## src/hdl/hrds_pkg.sv

```systemverilog
// shared types and the hex digit decoder for the hex record data summer
`default_nettype none
package hrds_pkg;

  // line layout of a hex record
  localparam int unsigned PosW      = 10;
  localparam logic [PosW-1:0] PosMax    = 10'd1023;
  localparam logic [PosW-1:0] DataStart = 10'd9;
  localparam logic [7:0] CharNewline    = 8'd10;
  localparam logic [7:0] TypeData       = 8'h00;

  // one input word as held in the input register
  typedef struct packed {
    logic [7:0] char_code;
    logic       end_of_text;
  } item_t;

  // what the line decoder knows about the line that is about to close
  typedef struct packed {
    logic        empty;     // no character seen on this line
    logic        bad;       // bad digit or fewer than nine characters
    logic        data;      // clean type-00 record
    logic [7:0]  length;
    logic [15:0] byte_sum;
  } line_info_t;

  // decoded hex digit: valid flag and nibble value
  typedef struct packed {
    logic       valid;
    logic [3:0] nib;
  } hex_digit_t;

  function automatic hex_digit_t hex_decode(input logic [7:0] c);
    hex_digit_t r;
    r.valid = 1'b1;
    r.nib   = 4'd0;
    if (c >= 8'd48 && c <= 8'd57) begin
      r.nib = 4'(c - 8'd48);
    end else if (c >= 8'd65 && c <= 8'd70) begin
      r.nib = 4'(c - 8'd55);
    end else if (c >= 8'd97 && c <= 8'd102) begin
      r.nib = 4'(c - 8'd87);
    end else begin
      r.valid = 1'b0;
    end
    return r;
  endfunction

endpackage
`default_nettype wire

```

## src/hdl/hrds_in_reg.sv

```systemverilog
// input register of the hex record data summer
`default_nettype none
module hrds_in_reg (
  input  wire                 clk_i,
  input  wire                 rst_ni,
  input  wire                 in_valid_i,
  output logic                in_stall_o,
  input  wire hrds_pkg::item_t in_item_i,
  input  wire                 step_i,     // held word is consumed this cycle
  output logic                valid_o,
  output hrds_pkg::item_t     item_o
);
  import hrds_pkg::*;

  logic  valid_q, valid_d;
  item_t item_q;

  // stall only while a held word cannot move on
  assign in_stall_o = valid_q && !step_i;

  always_comb begin
    valid_d = valid_q;
    if (!in_stall_o) begin
      valid_d = in_valid_i;
    end
  end

  always_ff @(posedge clk_i or negedge rst_ni) begin
    if (!rst_ni) begin
      valid_q <= 1'b0;
    end else begin
      valid_q <= valid_d;
    end
  end

  always_ff @(posedge clk_i) begin
    if (!in_stall_o && in_valid_i) begin
      item_q <= in_item_i;
    end
  end

  assign valid_o = valid_q;
  assign item_o  = item_q;

endmodule
`default_nettype wire

```

## src/hdl/hrds_line_dec.sv

```systemverilog
// per-line field decoder of the hex record data summer
`default_nettype none
module hrds_line_dec (
  input  wire                   clk_i,
  input  wire                   rst_ni,
  input  wire                   take_i,    // non-closing character
  input  wire                   close_i,   // newline or end of text
  input  wire [7:0]             char_code_i,
  output hrds_pkg::line_info_t  info_o
);
  import hrds_pkg::*;

  logic [PosW-1:0] pos_q, pos_d;
  logic [7:0]      len_q, len_d;
  logic [7:0]      type_q, type_d;
  logic [3:0]      high_q, high_d;
  logic            bad_q, bad_d;
  logic [15:0]     sum_q, sum_d;
  logic [PosW-1:0] data_end;
  hex_digit_t      dig;

  assign dig      = hex_decode(char_code_i);
  assign data_end = DataStart + {1'b0, len_q, 1'b0};

  always_comb begin
    pos_d  = pos_q;
    len_d  = len_q;
    type_d = type_q;
    high_d = high_q;
    bad_d  = bad_q;
    sum_d  = sum_q;
    if (close_i) begin
      pos_d  = '0;
      len_d  = '0;
      type_d = '0;
      high_d = '0;
      bad_d  = 1'b0;
      sum_d  = '0;
    end else if (take_i) begin
      if (pos_q >= 10'd1 && pos_q <= 10'd8) begin
        if (!dig.valid) bad_d = 1'b1;
        if (pos_q == 10'd1 || pos_q == 10'd2) begin
          len_d = {len_q[3:0], dig.nib};
        end else if (pos_q == 10'd7 || pos_q == 10'd8) begin
          type_d = {type_q[3:0], dig.nib};
        end
      end else if (pos_q >= DataStart && pos_q < data_end) begin
        if (!dig.valid) bad_d = 1'b1;
        // odd position opens a byte, even position completes it
        if (pos_q[0]) begin
          high_d = dig.nib;
        end else begin
          sum_d = sum_q + {8'd0, high_q, dig.nib};
        end
      end
      pos_d = (pos_q < PosMax) ? pos_q + 10'd1 : PosMax;
    end
  end

  always_ff @(posedge clk_i or negedge rst_ni) begin
    if (!rst_ni) begin
      pos_q  <= '0;
      len_q  <= '0;
      type_q <= '0;
      high_q <= '0;
      bad_q  <= 1'b0;
      sum_q  <= '0;
    end else begin
      pos_q  <= pos_d;
      len_q  <= len_d;
      type_q <= type_d;
      high_q <= high_d;
      bad_q  <= bad_d;
      sum_q  <= sum_d;
    end
  end

  always_comb begin
    info_o.empty    = (pos_q == '0);
    info_o.bad      = (pos_q < DataStart) || bad_q;
    info_o.data     = !info_o.bad && (type_q == TypeData);
    info_o.length   = len_q;
    info_o.byte_sum = sum_q;
  end

endmodule
`default_nettype wire

```

## src/hdl/hrds_totals.sv

```systemverilog
// running totals and result register of the hex record data summer
`default_nettype none
module hrds_totals (
  input  wire                       clk_i,
  input  wire                       rst_ni,
  input  wire                       close_i,
  input  wire                       eot_i,
  input  wire hrds_pkg::line_info_t info_i,
  input  wire                       out_stall_i,
  output logic                      out_valid_o,
  output logic                      out_free_o,
  output logic [31:0]               size_o,
  output logic [31:0]               sum_o,
  output logic [7:0]                last_len_o,
  output logic                      was_data_o,
  output logic                      bad_o,
  output logic                      done_o
);
  import hrds_pkg::*;

  logic        valid_q, valid_d;
  logic [31:0] size_q, size_d;
  logic [31:0] sum_q, sum_d;
  logic [7:0]  last_q, last_d;
  logic        was_data, bad;
  logic        was_data_q, bad_q, done_q;

  assign out_free_o = !valid_q || !out_stall_i;

  // empty end of text is neither data nor bad
  assign bad      = !(eot_i && info_i.empty) && info_i.bad;
  assign was_data = !(eot_i && info_i.empty) && info_i.data;

  always_comb begin
    size_d  = size_q;
    sum_d   = sum_q;
    last_d  = last_q;
    valid_d = valid_q && out_stall_i;
    if (close_i) begin
      valid_d = 1'b1;
      if (was_data) begin
        size_d = size_q + {24'd0, info_i.length};
        sum_d  = sum_q + {16'd0, info_i.byte_sum};
        last_d = info_i.length;
      end
    end
  end

  always_ff @(posedge clk_i or negedge rst_ni) begin
    if (!rst_ni) begin
      valid_q <= 1'b0;
      size_q  <= '0;
      sum_q   <= '0;
      last_q  <= '0;
    end else begin
      valid_q <= valid_d;
      size_q  <= size_d;
      sum_q   <= sum_d;
      last_q  <= last_d;
    end
  end

  always_ff @(posedge clk_i) begin
    if (close_i) begin
      was_data_q <= was_data;
      bad_q      <= bad;
      done_q     <= eot_i;
    end
  end

  assign out_valid_o = valid_q;
  assign size_o      = size_q;
  assign sum_o       = sum_q;
  assign last_len_o  = last_q;
  assign was_data_o  = was_data_q;
  assign bad_o       = bad_q;
  assign done_o      = done_q;

endmodule
`default_nettype wire

```

## src/hdl/hex_record_data_summer_core.sv

```systemverilog
// top level of the hex record data summer
// takes hex record text one character word per cycle, unless stalled, and reports
// running totals of type-00 records at every line close. a word passes an
// input register, then the line decoder and accumulators, into the result
// register. the only thing that slows intake is a closing word waiting
// while the result register is stalled; intake stops until it moves on.
// the record checksum is not checked, and totals clear only on reset
`default_nettype none
module hex_record_data_summer_core (
  input  wire         clk_i,
  input  wire         rst_ni,
  input  wire         in_valid_i,
  output logic        in_stall_o,
  input  wire  [7:0]  in_char_code_i,
  input  wire         in_end_of_text_i,
  output logic        out_valid_o,
  input  wire         out_stall_i,
  output logic [31:0] out_data_size_total_o,
  output logic [31:0] out_byte_sum_total_o,
  output logic [7:0]  out_last_data_length_o,
  output logic        out_record_was_data_o,
  output logic        out_record_bad_o,
  output logic        out_text_done_o
);
  import hrds_pkg::*;

  item_t      in_item, held_item;
  logic       held_valid;
  logic       out_free;
  logic       is_close;
  logic       step, close, take;
  line_info_t info;

  assign in_item.char_code   = in_char_code_i;
  assign in_item.end_of_text = in_end_of_text_i;

  // a closing word needs room in the result register, any other word moves on
  assign is_close = held_item.end_of_text || held_item.char_code == CharNewline;
  assign step     = held_valid && (out_free || !is_close);
  assign close    = step && is_close;
  assign take     = step && !close;

  hrds_in_reg u_in_reg (
    .clk_i      (clk_i),
    .rst_ni     (rst_ni),
    .in_valid_i (in_valid_i),
    .in_stall_o (in_stall_o),
    .in_item_i  (in_item),
    .step_i     (step),
    .valid_o    (held_valid),
    .item_o     (held_item)
  );

  hrds_line_dec u_line_dec (
    .clk_i       (clk_i),
    .rst_ni      (rst_ni),
    .take_i      (take),
    .close_i     (close),
    .char_code_i (held_item.char_code),
    .info_o      (info)
  );

  hrds_totals u_totals (
    .clk_i       (clk_i),
    .rst_ni      (rst_ni),
    .close_i     (close),
    .eot_i       (held_item.end_of_text),
    .info_i      (info),
    .out_stall_i (out_stall_i),
    .out_valid_o (out_valid_o),
    .out_free_o  (out_free),
    .size_o      (out_data_size_total_o),
    .sum_o       (out_byte_sum_total_o),
    .last_len_o  (out_last_data_length_o),
    .was_data_o  (out_record_was_data_o),
    .bad_o       (out_record_bad_o),
    .done_o      (out_text_done_o)
  );

`ifndef SYNTHESIS
  // a result word is never both a counted record and a bad line
  assert property (@(posedge clk_i) disable iff (!rst_ni)
    out_valid_o |-> !(out_record_was_data_o && out_record_bad_o))
    else $error("result marked both data and bad");

  // intake stalls only while a word is held in the input register
  assert property (@(posedge clk_i) disable iff (!rst_ni)
    in_stall_o |-> held_valid)
    else $error("stall with empty input register");

  // totals move only on a line close
  assert property (@(posedge clk_i) disable iff (!rst_ni)
    !close |=> $stable(out_data_size_total_o) && $stable(out_byte_sum_total_o))
    else $error("totals changed without a line close");

  // a close always leaves a result waiting
  assert property (@(posedge clk_i) disable iff (!rst_ni)
    close |=> out_valid_o)
    else $error("line close produced no result");
`endif

endmodule
`default_nettype wire

```

## config.mk

```make
export PLATFORM = sky130hd
export DESIGN_NAME = hex_record_data_summer_core
export DESIGN_NICKNAME = d
export VERILOG_FILES = /design/src/hdl/hrds_pkg.sv /design/src/hdl/hrds_in_reg.sv /design/src/hdl/hrds_line_dec.sv /design/src/hdl/hrds_totals.sv /design/src/hdl/hex_record_data_summer_core.sv
export SDC_FILE = /design/constraint.sdc
export NUM_CORES = 1
export LEC_CHECK = 0
export BUFFER_PORTS_ARGS = -buffer_cell sky130_fd_sc_hd__buf_2
export CAP_MARGIN = 15
export CORE_MARGIN = 4
export CORE_UTILIZATION = 59
export CTS_CLUSTER_SIZE = 10
export DETAILED_ROUTE_END_ITERATION = 10
export HOLD_SLACK_MARGIN = 0.08
export PLACE_DENSITY = 0.85
export SYNTH_ARGS = -nofsm -noshare
export SYNTH_HDL_FRONTEND = slang
export SYNTH_SLANG_ARGS = --single-unit
```

## constraint.sdc

```tcl
create_clock -name clk_i -period 4.19 [get_ports clk_i]
set_input_delay 0.838 -clock clk_i [delete_from_list [all_inputs] [get_ports clk_i]]
set_output_delay 0.838 -clock clk_i [all_outputs]
set_load 0.01 [all_outputs]
```

==> key figures <==
Status
  – Status: finished, final reports clean

Floorplan
  – Starting density of the core: 60.11%
  – Chip Height: 121.4 µm
  – DIE WIDTH: 121.4 µm
  – Site row count: 41
  – I/O pin count: 90
  – Die area: 14,740 µm²
  – Core area: 12,620 µm²

Logic synthesis
  – Sequential share of the synthesized area: 44.66%
  – Synth Area in XOR/XNOR: 7.505%
  – Cell count after synthesis: 788
  – Top cell type's share of synthesized area: 39.91%
  – Post-Synth Simple-Gate Area: 19.69%
  – Synth area leader: dfrtp_1
  – Mux cell area share after synthesis: 1.468%
  – Synth Area in Adders: 9.368%
  – Synth warnings: 0
  – Largest cells by area after synthesis: dfrtp_1, ha_1, nand2_1
  – Ys async rst share: 90.98%
  – Mapped Area: 7586 µm²
  – Top post-synthesis cells by count: dfrtp_1, nand2_1, o21ai_0
  – Primary FF master, synth: dfrtp_1
  – Synthesized flop and latch total: 133
  – Syn Nets: 856
  – Post-synth EDFFs: 12
  – Syn avg cell area: 9.627 µm²
  – Top-count cell post-synth: dfrtp_1
  – Post-synthesis compound-gate area fraction: 14.35%
  – Synth unique cells: 63
  – Largest family of logic cells by synthesized area: simple AND/OR/NAND/NOR gates

Layout
  – Share of post-route cells with drive strength above 1: 16.61%
  – Final nets: 952
  – Antenna cells: 0
  – Synth-to-Final Area Change: 16.71%
  – Fillers: 961

Clock network
  – Inserted Clock Buffers: 17
  – Clock-pin slew on the worst setup and hold paths: 50 ps
  – CTS tree: built
  – Bufs on Longest Clock Path: 2
  – Setup Fix Bufs, Post-CTS: 0
  – Post-CTS Hold Buffers: 0
  – Post-CTS Resized: 0
  – CTS H-tree lvls: 4
  – Clock Latency Late Sink: 420 ps
  – Clk sinks: 133
  – CTS root buffer: clkbuf_16

Flow run
  – Max Cap Viol: 0

STA
  – Setup Skew: 6.695 ps
  – Final setup viols: 0
  – Final hold vios: 0
  – Tcrit/Tclk final: 91.10%
  – Achievable Freq: 0.2620 GHz
  – Slew Limit Fails: 0
  – Worst-margin pin slew: 916.4 ps
  – Slew Limit Headroom: 38.91%
  – Tmin final: 3817 ps
  – Unrepaired setup endpoints after global routing: false
  – Worst hold slack: 456.9 ps
  – Setup TNS: 0 ps

Detailed routing
  – Vias: 6,309
  – First drt pass iteration count: 5
  – Antenna-violating nets left: 0
  – Avg Vias per Cell: 5.902
  – Final wirelength: 17,220 µm
  – # DRC: 0
  – WL per Instance: 16.11 µm
  – Initial DRC Count: 550

Placement
  – Routability congestion estimate from global placement: 0.9408
  – Port bufs: 89
  – Hpwl dp: 12,110 µm

Global routing
  – Vias in the first global route: 6,072
  – First-pass GRT wire length: 28,990 µm
  – Global route overflow: 0
  – GRT Resource Usage Total: 24.46%
  – Largest net degree at the start of global routing: 73
  – Initial antenna violation count: 0

Setup path
  – Arrival time of the worst setup path: 4160 ps
  – FF-to-FF Start: u_in_reg.item_o[4]
  – Critical Path Start Type: flop
  – Crit-path max FO: 6
  – Reg2reg end: u_line_dec.sum_q[10]
  – Reg2Reg Setup Slack: 370 ps
  – R2r worst-path depth: 12
  – CP endpoint kind: flop
  – CP required: 4530 ps
  – Kind of critical path: reg -> reg

Power
  – VDD IR max: 0.0002347 V
  – Total Power: 3.093 mW
  – Leakage: 4.453 nW
  – PwrDens: 349.3 nW/µm²

Hold path
  – HP Class: reg -> reg
  – Hold EP: u_totals.sum_o[31]
  – Worst Hold Launch: u_totals.sum_o[31]
  – Worst Hold Depth: 1
[critical path, cell delays in order, from the launching register on]
cell and delay (ps):
edfxtp_1 460, or4b_2 730, nor3_2 270, mux2_2 260, ha_1 170, inv_1 70
fa_1 420, nand3b_1 200, a21oi_1 180, o21ai_0 130, a21o_1 230, or4_1 470
a21oi_1 150
[state kept, by name (all words and copies together), names as in the netlist]
| register | cells |
|---|---|
| u_line_dec.pos_q | 10 |
| u_totals.bad_o | 1 |
| u_totals.was_data_o | 1 |
| u_totals.out_valid_o | 1 |
| u_in_reg.valid_o | 1 |
| u_line_dec.type_q | 8 |
| u_line_dec.sum_q | 16 |
| u_line_dec.len_q | 8 |
| u_totals.sum_o | 32 |
| u_totals.last_len_o | 8 |
| u_line_dec.bad_q | 1 |
| u_line_dec.high_q | 4 |
| u_in_reg.item_o | 9 |
| u_totals.done_o | 1 |
| u_totals.size_o | 32 |
[power breakdown]
| group | leakage, nW | total (mW) | internal, mW | switching (mW) |
|---|---|---|---|---|
| clock network | 0.303 | 1.53 | 0.994 | 0.536 |
| registers | 1.79 | 1.36 | 1.33 | 0.0318 |
| logic | 2.36 | 0.203 | 0.0695 | 0.133 |
[placed cells by master, fill, tap and decap left out, types with 6 or more instances in the layout]
| master | n |
|---|---|
| a21o_1 | 8 |
| a21oi_1 | 48 |
| a22o_1 | 10 |
| and3_1 | 14 |
| buf_2 | 88 |
| buf_4 | 10 |
| clkbuf_16 | 17 |
| dfrtp_1 | 121 |
| edfxtp_1 | 12 |
| ha_1 | 52 |
| inv_1 | 31 |
| mux2i_1 | 10 |
| nand2_1 | 112 |
| nand2b_1 | 10 |
| nand3_1 | 37 |
| nand4_1 | 8 |
| nor2_1 | 42 |
| nor2b_1 | 6 |
| nor3_1 | 14 |
| nor3b_1 | 7 |
| nor4_1 | 9 |
| o21ai_0 | 54 |
| o31ai_1 | 7 |
| or3_1 | 6 |
| xnor2_1 | 33 |
| xor2_1 | 32 |
[how the worst max path moves through the flow]
stage                       startpoint                   end  slack, ps  depth (start not counted)
global placement    u_in_reg.item_o[4]  u_line_dec.sum_q[10]        470                         12
CTS                 u_in_reg.item_o[4]  u_line_dec.sum_q[10]        240                         12
finish              u_in_reg.item_o[4]  u_line_dec.sum_q[10]        370                         12
detailed placement  u_in_reg.item_o[4]  u_line_dec.sum_q[10]        320                         12
floorplan           u_in_reg.item_o[2]  u_line_dec.sum_q[10]        530                         14
global route        u_in_reg.item_o[4]  u_line_dec.sum_q[10]        140                         12
[final cells by class]
class / instances / area, µm² / area share [%]
Sequential cell: 133 / 3388 / 38.27
Multi-Input combinational cell: 602 / 3986 / 45.03
Clock inverter: 9 / 123.9 / 1.399
Clock buffer: 23 / 488.0 / 5.512
Inverter: 31 / 116.4 / 1.314
Timing Repair Buffer: 99 / 535.5 / 6.049
Tap cell: 172 / 215.2 / 2.431
[cells by family after synthesis]
logic type / after synthesis
AOI/OAI and AO/OA: 173
xor gates and xnor gates: 65
adders and majority gates: 55
buffers and inverters: 53
DFF: 133
muxes: 11
and+or+nand+nor: 298
[per-stage QoR]
step	util, %	cells	setup WS [ps]	instance area, µm²
3_3_place_gp	65.27	1037	467.3	8237
2_1_floorplan	-	788	534.0	7586
6_report	70.16	1069	372.9	8853
5_1_grt	70.16	1069	143.5	8853
3_5_place_dp	65.27	1037	322.1	8237
4_1_cts	70.12	1069	240.6	8848
[metal layers]
layer / vias up / track usage (%) / routed length (µm)
met4: 0 / 10.22 / 456
met1: 3029 / 32.54 / 7565
li1: 3021 / - / -
met3: 38 / 5.455 / 1109
met5: - / 0 / 0
met2: 221 / 38.76 / 8085
No activity file was read; power rests on OpenSTA's default activity.
